`config.mk`:
```
export PLATFORM = sky130hd
export DESIGN_NAME = amqp_frame_serializer_unit_flat
export DESIGN_NICKNAME = d
export VERILOG_FILES = /design/src/rtl/afs_pkg.sv /design/src/rtl/afs_ifc.sv /design/src/rtl/amqp_frame_serializer_unit.sv /design/src/rtl/afs_front.sv /design/src/rtl/afs_queue.sv /design/src/rtl/afs_back.sv /design/src/flat_wrapper.sv
export SDC_FILE = /design/constraint.sdc
export NUM_CORES = 1
export LEC_CHECK = 0
export ABC_AREA = 1
export ABC_CLOCK_PERIOD_IN_PS = 13800
export BUFFER_PORTS_ARGS = -buffer_cell sky130_fd_sc_hd__buf_2
export CAP_MARGIN = 20
export CORE_MARGIN = 2
export CORE_UTILIZATION = 60
export CTS_BUF_LIST = sky130_fd_sc_hd__clkbuf_4 sky130_fd_sc_hd__clkbuf_8
export CTS_CLUSTER_SIZE = 10
export DETAILED_ROUTE_END_ITERATION = 10
export PLACE_DENSITY = 0.78
export SYNTH_ARGS = -nofsm -noshare
export SYNTH_HDL_FRONTEND = slang
export SYNTH_HIERARCHICAL = 1
export SYNTH_SLANG_ARGS = --single-unit
export TNS_END_PERCENT = 50
```
`constraint.sdc`:
```
create_clock -name clk_i -period 13.8 [get_ports clk_i]
set_input_delay 3.45 -clock clk_i [delete_from_list [all_inputs] [get_ports clk_i]]
set_output_delay 3.45 -clock clk_i [all_outputs]
set_load 0.05 [all_outputs]
```
`src/rtl/afs_pkg.sv`:
```
package afs_pkg;

  localparam int unsigned FrameMinSizeDef = 4096;
  localparam int unsigned NameBytesDef    = 8;
  localparam int unsigned MaxResults      = 62;
  localparam int unsigned PosW            = 7;

  localparam logic [7:0] FrameEnd = 8'hCE;

  typedef enum logic [1:0] {
    OP_CMD  = 2'd0,
    OP_MSG  = 2'd1,
    OP_OPEN = 2'd2,
    OP_RSVD = 2'd3
  } op_e;

  typedef enum logic [2:0] {
    CFG_FLOW  = 3'd0,
    CFG_CHAN  = 3'd1,
    CFG_XLEN  = 3'd2,
    CFG_XNAME = 3'd3,
    CFG_RLEN  = 3'd4,
    CFG_RKEY  = 3'd5
  } cfg_idx_e;

  typedef enum logic [1:0] {
    JOB_OPEN,
    JOB_CMD,
    JOB_MSG,
    JOB_REJ
  } job_kind_e;

  typedef struct packed {
    job_kind_e         kind;
    logic [PosW-1:0]   start;
    logic [PosW-1:0]   stop;
    logic              empty;
    logic [7:0]        data;
    logic [15:0]       chan;
    logic [15:0]       cls;
    logic [15:0]       meth;
    logic [31:0]       total;
    logic [31:0]       frag;
  } job_t;

  typedef struct packed {
    logic        flow;
    logic [15:0] chan;
    logic [3:0]  el;
    logic [3:0]  rl;
    logic [63:0] xname;
    logic [63:0] rkey;
  } cfg_t;

  localparam logic [7:0] OpenHdr [8] = '{8'h41, 8'h4D, 8'h51, 8'h50,
                                         8'h01, 8'h01, 8'h00, 8'h09};

endpackage

```
`src/rtl/afs_ifc.sv`:
```
interface afs_in_if;
  import afs_pkg::*;
  logic        valid;
  logic        ready;
  logic [1:0]  operation;
  logic [15:0] cmd_channel;
  logic [15:0] cmd_class;
  logic [15:0] cmd_method;
  logic [31:0] total_length;
  logic [7:0]  data_byte;
  modport source (output valid, operation, cmd_channel, cmd_class, cmd_method, total_length,
                  data_byte, input ready);
  modport sink (input valid, operation, cmd_channel, cmd_class, cmd_method, total_length,
                data_byte, output ready);
endinterface

interface afs_out_if;
  logic       valid;
  logic       ready;
  logic [7:0] out_byte;
  logic       last;
  logic       rejected;
  modport source (output valid, out_byte, last, rejected, input ready);
  modport sink (input valid, out_byte, last, rejected, output ready);
endinterface

```
`src/rtl/amqp_frame_serializer_unit.sv`:
```
// latency: the first byte of an item is registered in the job queue and then in the output register
// throughput: one output word per cycle unless stalled; an item of n words holds the back end
// continuing payload and argument words are accepted while the job queue has room, before earlier items finish
// a two-entry job queue sits between the classifier and the byte sequencer
// reset clears all sequencing state and configuration; no memory needs clearing
module amqp_frame_serializer_unit import afs_pkg::*; #(
  parameter int unsigned FrameMinSize = FrameMinSizeDef,
  parameter int unsigned NameBytes    = NameBytesDef
) (
  input  logic        clk_i,
  input  logic        rst_ni,
  afs_in_if.sink      in_ch,
  afs_out_if.source   out_ch,
  input  logic        cfg_we_i,
  input  logic [2:0]  cfg_idx_i,
  input  logic [63:0] cfg_data_i
);

  logic        flow_q;
  logic [15:0] chan_q;
  logic [3:0]  xlen_q, rlen_q;
  logic [63:0] xname_q, rkey_q;
  cfg_t        cfg;

  logic push, full, pop, qvalid;
  job_t job_in, job_out;

  always_ff @(posedge clk_i or negedge rst_ni) begin
    if (!rst_ni) begin
      flow_q  <= 1'b0;
      chan_q  <= '0;
      xlen_q  <= '0;
      rlen_q  <= '0;
      xname_q <= '0;
      rkey_q  <= '0;
    end else if (cfg_we_i) begin
      case (cfg_idx_i)
        CFG_FLOW:  flow_q  <= cfg_data_i[0];
        CFG_CHAN:  chan_q  <= cfg_data_i[15:0];
        CFG_XLEN:  xlen_q  <= cfg_data_i[3:0];
        CFG_XNAME: xname_q <= cfg_data_i;
        CFG_RLEN:  rlen_q  <= cfg_data_i[3:0];
        CFG_RKEY:  rkey_q  <= cfg_data_i;
        default: ;
      endcase
    end
  end

  always_comb begin
    cfg       = '0;
    cfg.flow  = flow_q;
    cfg.chan  = chan_q;
    cfg.el    = (xlen_q > 4'(NameBytes)) ? 4'(NameBytes) : xlen_q;
    cfg.rl    = (rlen_q > 4'(NameBytes)) ? 4'(NameBytes) : rlen_q;
    cfg.xname = xname_q;
    cfg.rkey  = rkey_q;
  end

  afs_front #(.FrameMinSize(FrameMinSize)) u_front (
    .clk_i,
    .rst_ni,
    .valid_i        (in_ch.valid),
    .ready_o        (in_ch.ready),
    .operation_i    (in_ch.operation),
    .cmd_channel_i  (in_ch.cmd_channel),
    .cmd_class_i    (in_ch.cmd_class),
    .cmd_method_i   (in_ch.cmd_method),
    .total_length_i (in_ch.total_length),
    .data_byte_i    (in_ch.data_byte),
    .cfg_i          (cfg),
    .full_i         (full),
    .push_o         (push),
    .job_o          (job_in)
  );

  afs_queue u_queue (
    .clk_i,
    .rst_ni,
    .push_i  (push),
    .job_i   (job_in),
    .full_o  (full),
    .pop_i   (pop),
    .valid_o (qvalid),
    .job_o   (job_out)
  );

  afs_back u_back (
    .clk_i,
    .rst_ni,
    .cfg_i      (cfg),
    .valid_i    (qvalid),
    .job_i      (job_out),
    .pop_o      (pop),
    .valid_o    (out_ch.valid),
    .ready_i    (out_ch.ready),
    .out_byte_o (out_ch.out_byte),
    .last_o     (out_ch.last),
    .rejected_o (out_ch.rejected)
  );

endmodule

```
`src/rtl/afs_front.sv`:
```
module afs_front import afs_pkg::*; #(
  parameter int unsigned FrameMinSize = FrameMinSizeDef
) (
  input  logic        clk_i,
  input  logic        rst_ni,
  input  logic        valid_i,
  output logic        ready_o,
  input  logic [1:0]  operation_i,
  input  logic [15:0] cmd_channel_i,
  input  logic [15:0] cmd_class_i,
  input  logic [15:0] cmd_method_i,
  input  logic [31:0] total_length_i,
  input  logic [7:0]  data_byte_i,
  input  cfg_t        cfg_i,
  input  logic        full_i,
  output logic        push_o,
  output job_t        job_o
);

  localparam int unsigned FragW = $clog2(FrameMinSize);
  localparam logic [31:0] FragMax = 32'(FrameMinSize - 8);

  logic             inprog_q, inprog_d;
  logic             kind_q, kind_d;
  logic [31:0]      left_q, left_d;
  logic [FragW-1:0] fleft_q, fleft_d;

  logic [PosW-1:0]  base;
  logic [31:0]      frag_new, tot_min, left_min;
  logic [6:0]       need;
  logic [31:0]      lm1;
  logic [FragW-1:0] fl;

  assign ready_o = !full_i;
  assign push_o  = valid_i && !full_i;

  assign base     = PosW'(7'd39 + {3'd0, cfg_i.el} + {3'd0, cfg_i.rl});
  assign tot_min  = (total_length_i < FragMax) ? total_length_i : FragMax;
  assign left_min = (left_q < FragMax) ? left_q : FragMax;
  assign lm1      = left_q - 32'd1;

  always_comb begin
    job_o        = '0;
    job_o.kind   = JOB_REJ;
    job_o.data   = data_byte_i;
    job_o.chan   = cmd_channel_i;
    job_o.cls    = cmd_class_i;
    job_o.meth   = cmd_method_i;
    job_o.total  = total_length_i;
    inprog_d     = inprog_q;
    kind_d       = kind_q;
    left_d       = left_q;
    fleft_d      = fleft_q;
    frag_new     = '0;
    fl           = '0;
    need         = 7'd55 + {3'd0, cfg_i.el} + {3'd0, cfg_i.rl};
    case (operation_i)
      OP_OPEN: begin
        if (!inprog_q) begin
          job_o.kind  = JOB_OPEN;
          job_o.start = '0;
          job_o.stop  = PosW'(7);
        end
      end
      OP_CMD: begin
        if (!inprog_q) begin
          if (total_length_i <= 32'hFFFF_FFFB) begin
            job_o.kind  = JOB_CMD;
            job_o.start = '0;
            if (total_length_i == '0) begin
              job_o.empty = 1'b1;
              job_o.stop  = PosW'(11);
            end else begin
              left_d      = total_length_i - 32'd1;
              kind_d      = 1'b0;
              inprog_d    = left_d != '0;
              job_o.stop  = inprog_d ? PosW'(11) : PosW'(12);
            end
          end
        end else if (!kind_q) begin
          job_o.kind  = JOB_CMD;
          job_o.start = PosW'(11);
          left_d      = lm1;
          inprog_d    = lm1 != '0;
          job_o.stop  = inprog_d ? PosW'(11) : PosW'(12);
        end
      end
      OP_MSG: begin
        if (cfg_i.flow) begin
          if (!inprog_q) begin
            if (total_length_i != '0) begin
              need = need + 7'd8 + ((tot_min == 32'd1) ? 7'd1 : 7'd0);
            end
            if (need <= 7'(MaxResults)) begin
              job_o.kind  = JOB_MSG;
              job_o.start = '0;
              kind_d      = 1'b1;
              if (total_length_i == '0) begin
                job_o.stop = base - PosW'(1);
                inprog_d   = 1'b0;
                left_d     = '0;
                fleft_d    = '0;
              end else begin
                frag_new   = tot_min;
                job_o.frag = frag_new;
                fl         = FragW'(frag_new - 32'd1);
                fleft_d    = fl;
                left_d     = total_length_i - 32'd1;
                inprog_d   = left_d != '0;
                job_o.stop = base + PosW'(7) + ((fl == '0) ? PosW'(1) : PosW'(0));
              end
            end
          end else if (kind_q) begin
            job_o.kind = JOB_MSG;
            if (fleft_q == '0) begin
              frag_new    = left_min;
              job_o.frag  = frag_new;
              job_o.start = base;
              fl          = FragW'(frag_new - 32'd1);
            end else begin
              job_o.start = base + PosW'(7);
              fl          = fleft_q - FragW'(1);
            end
            fleft_d    = fl;
            left_d     = lm1;
            inprog_d   = lm1 != '0;
            job_o.stop = base + PosW'(7) + ((fl == '0) ? PosW'(1) : PosW'(0));
          end
        end
      end
      default: ;
    endcase
  end

  always_ff @(posedge clk_i or negedge rst_ni) begin
    if (!rst_ni) begin
      inprog_q <= 1'b0;
      kind_q   <= 1'b0;
      left_q   <= '0;
      fleft_q  <= '0;
    end else if (push_o) begin
      inprog_q <= inprog_d;
      kind_q   <= kind_d;
      left_q   <= left_d;
      fleft_q  <= fleft_d;
    end
  end

endmodule

```
`src/rtl/afs_queue.sv`:
```
module afs_queue import afs_pkg::*; (
  input  logic clk_i,
  input  logic rst_ni,
  input  logic push_i,
  input  job_t job_i,
  output logic full_o,
  input  logic pop_i,
  output logic valid_o,
  output job_t job_o
);

  job_t       mem_q [2];
  logic       wp_q, rp_q;
  logic [1:0] cnt_q;

  assign full_o  = cnt_q == 2'd2;
  assign valid_o = cnt_q != 2'd0;
  assign job_o   = mem_q[rp_q];

  always_ff @(posedge clk_i) begin
    if (push_i) begin
      mem_q[wp_q] <= job_i;
    end
  end

  always_ff @(posedge clk_i or negedge rst_ni) begin
    if (!rst_ni) begin
      wp_q  <= 1'b0;
      rp_q  <= 1'b0;
      cnt_q <= '0;
    end else begin
      if (push_i) wp_q <= !wp_q;
      if (pop_i) rp_q <= !rp_q;
      cnt_q <= cnt_q + {1'b0, push_i} - {1'b0, pop_i};
    end
  end

endmodule

```
`src/rtl/afs_back.sv`:
```
module afs_back import afs_pkg::*; (
  input  logic       clk_i,
  input  logic       rst_ni,
  input  cfg_t       cfg_i,
  input  logic       valid_i,
  input  job_t       job_i,
  output logic       pop_o,
  output logic       valid_o,
  input  logic       ready_i,
  output logic [7:0] out_byte_o,
  output logic       last_o,
  output logic       rejected_o
);

  logic            mid_q, mid_d;
  logic [PosW-1:0] pos_q, pos_d, pos;
  logic            ovalid_q;
  logic [7:0]      obyte_q;
  logic            olast_q, orej_q;
  logic            adv, last;
  logic [7:0]      byte_v;

  logic [PosW-1:0] e, r, m, q, b, ni;
  logic [2:0]      sh;
  logic [7:0]      msize;

  assign adv   = valid_i && (!ovalid_q || ready_i);
  assign pos   = mid_q ? pos_q : job_i.start;
  assign last  = (job_i.kind == JOB_REJ) || (pos == job_i.stop);
  assign pop_o = adv && last;

  assign e     = PosW'(cfg_i.el);
  assign r     = PosW'(cfg_i.rl);
  assign m     = PosW'(17) + e + r;
  assign q     = pos - m;
  assign b     = q - PosW'(22);
  assign msize = 8'd9 + {4'd0, cfg_i.el} + {4'd0, cfg_i.rl};

  function automatic logic [7:0] pick(input logic [63:0] w, input logic [2:0] s);
    return w[{s, 3'b000} +: 8];
  endfunction

  function automatic logic [7:0] be32(input logic [31:0] w, input logic [1:0] k);
    return w[{2'd3 - k, 3'b000} +: 8];
  endfunction

  always_comb begin
    byte_v = '0;
    ni     = '0;
    sh     = '0;
    case (job_i.kind)
      JOB_OPEN: byte_v = OpenHdr[pos[2:0]];
      JOB_CMD: begin
        case (pos)
          PosW'(0):  byte_v = 8'd1;
          PosW'(1):  byte_v = job_i.chan[15:8];
          PosW'(2):  byte_v = job_i.chan[7:0];
          PosW'(3), PosW'(4), PosW'(5), PosW'(6):
            byte_v = be32(job_i.total + 32'd4, 2'(pos - PosW'(3)));
          PosW'(7):  byte_v = job_i.cls[15:8];
          PosW'(8):  byte_v = job_i.cls[7:0];
          PosW'(9):  byte_v = job_i.meth[15:8];
          PosW'(10): byte_v = job_i.meth[7:0];
          PosW'(11): byte_v = job_i.empty ? FrameEnd : job_i.data;
          default:   byte_v = FrameEnd;
        endcase
      end
      JOB_MSG: begin
        if (pos < PosW'(13)) begin
          case (pos)
            PosW'(0): byte_v = 8'd1;
            PosW'(1): byte_v = cfg_i.chan[15:8];
            PosW'(2): byte_v = cfg_i.chan[7:0];
            PosW'(6): byte_v = msize;
            PosW'(8): byte_v = 8'd60;
            PosW'(10): byte_v = 8'd40;
            default: byte_v = 8'd0;
          endcase
        end else if (pos == PosW'(13)) begin
          byte_v = {4'd0, cfg_i.el};
        end else if (pos < PosW'(14) + e) begin
          ni     = pos - PosW'(14);
          sh     = 3'(e - PosW'(1) - ni);
          byte_v = pick(cfg_i.xname, sh);
        end else if (pos == PosW'(14) + e) begin
          byte_v = {4'd0, cfg_i.rl};
        end else if (pos < PosW'(15) + e + r) begin
          ni     = pos - PosW'(15) - e;
          sh     = 3'(r - PosW'(1) - ni);
          byte_v = pick(cfg_i.rkey, sh);
        end else if (pos == PosW'(15) + e + r) begin
          byte_v = 8'd0;
        end else if (pos == PosW'(16) + e + r) begin
          byte_v = FrameEnd;
        end else if (q < PosW'(22)) begin
          case (q)
            PosW'(0): byte_v = 8'd2;
            PosW'(1): byte_v = cfg_i.chan[15:8];
            PosW'(2): byte_v = cfg_i.chan[7:0];
            PosW'(6): byte_v = 8'd14;
            PosW'(8): byte_v = 8'd60;
            PosW'(15), PosW'(16), PosW'(17), PosW'(18):
              byte_v = be32(job_i.total, 2'(q - PosW'(15)));
            PosW'(21): byte_v = FrameEnd;
            default: byte_v = 8'd0;
          endcase
        end else begin
          case (b)
            PosW'(0): byte_v = 8'd3;
            PosW'(1): byte_v = cfg_i.chan[15:8];
            PosW'(2): byte_v = cfg_i.chan[7:0];
            PosW'(3), PosW'(4), PosW'(5), PosW'(6):
              byte_v = be32(job_i.frag, 2'(b - PosW'(3)));
            PosW'(7): byte_v = job_i.data;
            default: byte_v = FrameEnd;
          endcase
        end
      end
      default: byte_v = 8'd0;
    endcase
  end

  always_comb begin
    mid_d = mid_q;
    pos_d = pos_q;
    if (adv) begin
      mid_d = !last;
      pos_d = pos + PosW'(1);
    end
  end

  always_ff @(posedge clk_i or negedge rst_ni) begin
    if (!rst_ni) begin
      mid_q    <= 1'b0;
      pos_q    <= '0;
      ovalid_q <= 1'b0;
    end else begin
      mid_q <= mid_d;
      pos_q <= pos_d;
      if (adv) begin
        ovalid_q <= 1'b1;
      end else if (ready_i) begin
        ovalid_q <= 1'b0;
      end
    end
  end

  always_ff @(posedge clk_i) begin
    if (adv) begin
      obyte_q <= byte_v;
      olast_q <= last;
      orej_q  <= job_i.kind == JOB_REJ;
    end
  end

  assign valid_o    = ovalid_q;
  assign out_byte_o = obyte_q;
  assign last_o     = olast_q;
  assign rejected_o = orej_q;

endmodule

```
`src/flat_wrapper.sv`:
```
// flat-port wrapper written by rule: the top's interface ports become plain ports
module amqp_frame_serializer_unit_flat import afs_pkg::*;
#(
  parameter int unsigned FrameMinSize = FrameMinSizeDef,
  parameter int unsigned NameBytes    = NameBytesDef
)
  (clk_i, rst_ni, cfg_we_i, cfg_idx_i, cfg_data_i, in_ch_valid, in_ch_operation, in_ch_cmd_channel, in_ch_cmd_class, in_ch_cmd_method, in_ch_total_length, in_ch_data_byte, in_ch_ready, out_ch_valid, out_ch_out_byte, out_ch_last, out_ch_rejected, out_ch_ready);
  afs_in_if in_ch_i ();
  afs_out_if out_ch_i ();
  input  logic clk_i;
  input  logic rst_ni;
  input  logic cfg_we_i;
  input  logic [2:0] cfg_idx_i;
  input  logic [63:0] cfg_data_i;
  input wire logic [$bits(in_ch_i.valid)-1:0] in_ch_valid;
  input wire logic [$bits(in_ch_i.operation)-1:0] in_ch_operation;
  input wire logic [$bits(in_ch_i.cmd_channel)-1:0] in_ch_cmd_channel;
  input wire logic [$bits(in_ch_i.cmd_class)-1:0] in_ch_cmd_class;
  input wire logic [$bits(in_ch_i.cmd_method)-1:0] in_ch_cmd_method;
  input wire logic [$bits(in_ch_i.total_length)-1:0] in_ch_total_length;
  input wire logic [$bits(in_ch_i.data_byte)-1:0] in_ch_data_byte;
  output wire logic [$bits(in_ch_i.ready)-1:0] in_ch_ready;
  output wire logic [$bits(out_ch_i.valid)-1:0] out_ch_valid;
  output wire logic [$bits(out_ch_i.out_byte)-1:0] out_ch_out_byte;
  output wire logic [$bits(out_ch_i.last)-1:0] out_ch_last;
  output wire logic [$bits(out_ch_i.rejected)-1:0] out_ch_rejected;
  input wire logic [$bits(out_ch_i.ready)-1:0] out_ch_ready;
  assign in_ch_i.valid = in_ch_valid;
  assign in_ch_i.operation = in_ch_operation;
  assign in_ch_i.cmd_channel = in_ch_cmd_channel;
  assign in_ch_i.cmd_class = in_ch_cmd_class;
  assign in_ch_i.cmd_method = in_ch_cmd_method;
  assign in_ch_i.total_length = in_ch_total_length;
  assign in_ch_i.data_byte = in_ch_data_byte;
  assign in_ch_ready = in_ch_i.ready;
  assign out_ch_valid = out_ch_i.valid;
  assign out_ch_out_byte = out_ch_i.out_byte;
  assign out_ch_last = out_ch_i.last;
  assign out_ch_rejected = out_ch_i.rejected;
  assign out_ch_i.ready = out_ch_ready;
  amqp_frame_serializer_unit #(.FrameMinSize(FrameMinSize), .NameBytes(NameBytes)) u_core (.clk_i(clk_i), .rst_ni(rst_ni), .in_ch(in_ch_i), .out_ch(out_ch_i), .cfg_we_i(cfg_we_i), .cfg_idx_i(cfg_idx_i), .cfg_data_i(cfg_data_i));
endmodule
```
==> flow_summary_export.csv <==
group,metric,value,unit
routing,drt-pass1-iter-count,6,
final_layout,final_cell_mix,"1,311 x nand2_1, 489 x inv_1, 332 x nor2_1, 291 x o21ai_0, 284 x edfxtp_1",
logic_synthesis,synth_top_flop_cell,"edfxtp_1",
power,p_leak,15.89,nW
timing,worst_clock_skew,41.54,ps
grt,grt.total_usage,0.3367,
worst_setup_path,crit_path_end_kind,"flip-flop",
clock_network,clkSinkCount,496,
die,rows,83,
logic_synthesis,synth.distinct_cells,72,
logic_synthesis,synth_edf_count,284,
final_layout,drive_gt1_frac,0.1211,
placed_design,portBuffers,173,
clock_network,cts_resized,0,
timing,max_freq,0.1282,GHz
clock_network,insertion_delay,710,ps
timing,final.setup.worst_slack,5997,ps
routing,drt-initial-drc-count,3108,
grt,grt_pass1_vias,25520,
logic_synthesis,yosysWarnings,6,
clock_network,cts_hold_buf,0,
routing,wl_per_cell,18.53,µm
worst_setup_path,path_class,"in -> reg",
logic_synthesis,synth.avg_cell_area,7.709,µm²
final_layout,fillers,4529,
routing,vias,27570,
final_layout,syn2layout_area_growth,7.578,%
worst_setup_path,path_max_fanout,61,
worst_setup_path,cp.required,14400,ps
logic_synthesis,synth.area.top_cells,"edfxtp_1 27%, dfrtp_1 17%, nand2_1 16%",
logic_synthesis,synth_seq_cells,496,
grt,grt_overflow,0,
worst_setup_path,critPathArrivalTime,8400,ps
placed_design,dp_cells,4735,
min_path,whs_path_depth,2,
clock_network,cts_root_buf,"clkbuf_8",
clock_network,clk_pin_slew,60,ps
placed_design,dpl.hpwl,66530,µm
timing,maxSlewViolCount,0,
logic_synthesis,syn_inst,4071,
worst_setup_path,rr_worst_depth,29,
logic_synthesis,syn-cell-area,31390,µm²
placed_design,routabilityCongestion,0.9755,
routing,routed_wl,90650,µm
timing,hold_viol,0,
placed_design,pre_cts_ws,5460,ps
clock_network,cts-htree-levels,3,
clock_network,cts_tree,"yes",
timing,rsz0062_at_grt,"no",
run_status,status,"finished, final reports clean",
logic_synthesis,synth_largest_area_cell,"edfxtp_1",
grt,grt_max_degree,104,
worst_setup_path,timing.rr.start,"u_core/u_queue/rp_q",
final_layout,regArea,13840,µm²
final_layout,final_common_cell,"nand2_1",
routing,post_drt_via_cell_ratio,5.637,
timing,worstMarginPinSlew,1065,ps
final_layout,multiInputGateArea,14240,µm²
clock_network,numCtsBuffers,84,
worst_setup_path,rr_endpoint,"u_core/u_back/out_byte_o[6]",
clock_network,cts_buffer_depth,3,
final_layout,nets,4396,
min_path,worstHoldStart,"u_core/rkey_q[38]",
timing,tns,0,ps
final_layout,instances_no_fill,4891,
die,die_h,232.7,µm
timing,max_slew_margin,0.2824,
run,drv_cap,0,
logic_synthesis,async_flop_share,0.4274,
logic_synthesis,synth_top_cell_area_share,0.2717,
timing,min_period_over_period,0.5654,
timing,period_minus_slack,7803,ps
timing,finalSetupViolCount,0,
routing,antenna_left,0,
min_path,hold_path.class,"reg -> reg",
logic_synthesis,ys_seq_area_frac,0.4408,
die,die_w,232.7,µm
routing,route.detailed.drc,0,
die,io_pins,174,
grt,grt_pass1_wl,140300,µm
die,core_area,51510,µm²
min_path,min_to,"u_core/rkey_q[38]",
clock_network,cts_setup_buffers,0,
die,die-area,54150,µm²
power,peakVddDrop,231.4,µV
worst_setup_path,regToRegSetupSlack,7620,ps
worst_setup_path,start_kind,"primary input",
power,power.density,260.7,nW/µm²
grt,antenna_found_initial,6,
die,start_util,0.6093,
-- synthesized netlist by cell type, drive strengths merged (2+ instances only) --
master	instances
o211ai	16
mux2	7
or2	7
o22ai	24
buf	184
a32o	8
mux2i	9
nand4	52
clkbuf	47
o21ai	317
clkinv	5
o31ai	3
nand2	1343
a211oi	7
o32ai	2
inv	509
o21bai	2
and3	3
a221oi	5
nor2	379
xnor2	20
a41oi	2
fa	12
a2111oi	2
a22o	8
nor3	41
ha	80
edfxtp	284
nand3	227
nor4	6
a31oi	17
a22oi	12
a21oi	137
xor2	41
nand3b	16
a21boi	7
o2111ai	3
o221ai	8
dfrtp	212
-- metrics by stage --
step	util	hold slack, ps	instance area (µm²)	power [mW]
5_1_grt	0.6555	496.4	33760	9.456
3_3_place_gp	0.6196	457.5	31920	7.183
3_5_place_dp	0.6200	463.1	31940	7.249
6_report	0.6555	475.7	33760	8.801
2_1_floorplan	-	441.9	31460	5.909
4_1_cts	0.6553	478.0	33750	8.695
-- flip-flops by register name, summed over array words and instances (netlist names) --
signal / flops
u_core/u_queue/cnt_q: 2
u_core/u_queue/mem_q: 274
u_core/u_queue/wp_q: 1
u_core/u_back/last_o: 1
u_core/chan_q: 16
u_core/flow_q: 1
u_core/u_back/mid_q: 1
u_core/u_back/out_byte_o: 8
u_core/u_back/rejected_o: 1
u_core/u_back/valid_o: 1
u_core/xlen_q: 4
u_core/rkey_q: 64
u_core/u_front/inprog_q: 1
u_core/u_front/kind_q: 1
u_core/u_front/left_q: 32
u_core/u_front/fleft_q: 12
u_core/rlen_q: 4
u_core/u_back/pos_q: 7
u_core/xname_q: 64
u_core/u_queue/rp_q: 1
-- cells by family (layout without fill, tap and decap cells) --
| group | after synthesis | after routing | share of synthesized area |
|---|---|---|---|
| other cells | 1 | 21 | 0.0001195 |
| mux | 16 | 16 | 0.005382 |
| fa+ha+maj | 92 | 92 | 0.03955 |
| compound gates | 583 | 583 | 0.1080 |
| buf+inv | 745 | 865 | 0.1082 |
| flops | 496 | 496 | 0.4408 |
| simple gates | 2077 | 2077 | 0.2810 |
| xor+xnor | 61 | 61 | 0.01702 |
-- layout make-up --
type	instances	area share
diodes	1	0.00007412
clock buffers	124	0.04517
flip-flops and latches	496	0.4098
well taps	680	0.02520
inverters	514	0.05766
repair buffers	197	0.03161
clock inverters	30	0.008634
multi-input cells	2849	0.4218
-- routing by layer --
layer,up-vias,share of wire,GRT usage
li1,13270,-,-
met1,12800,0.41,0.4530
met2,1256,0.46,0.5309
met3,243,0.082,0.06262
met4,10,0.047,0.1535
met5,-,0.00063,0
-- worst max path at each step --
| stage | slack (ps) | endpoint | start | cells past startpoint |
|---|---|---|---|---|
| after floorplan | 3710 | u_core/u_queue/mem_q[0][0] | in_ch_valid | 4 |
| after global placement | 5540 | u_core/u_front/left_q[0] | in_ch_total_length[24] | 26 |
| after detailed placement | 5460 | u_core/u_front/left_q[18] | in_ch_total_length[25] | 26 |
| after CTS | 6150 | u_core/u_front/left_q[17] | in_ch_total_length[25] | 26 |
| after global routing | 5570 | u_core/u_front/left_q[17] | in_ch_total_length[23] | 26 |
| final | 6000 | u_core/u_front/left_q[0] | in_ch_total_length[25] | 26 |
-- critical path: stages --
cell and delay (ps):
buf_2 160, nor2_1 170, nand2_1 90, nor2_1 270
nand2_1 150, inv_1 80, nand3_1 350, nor2_1 390
ha_1 240, nand4_1 90, or4_1 400, nor3_1 290
ha_1 240, ha_1 140, inv_1 50, o21ai_0 140
inv_1 70, a21oi_1 160, nand3_2 90, nand2_2 90
nand2_4 100, o22ai_2 160, nand2_4 90, nand2_4 610
nor2_1 120, a21oi_2 130
-- power by group --
part | total (mW) | internal (mW) | switching (mW)
clock network | 1.43 | 0.794 | 0.632
logic | 5.16 | 1.49 | 3.67
registers | 2.22 | 1.99 | 0.223
No activity file was read; power rests on OpenSTA's default activity.
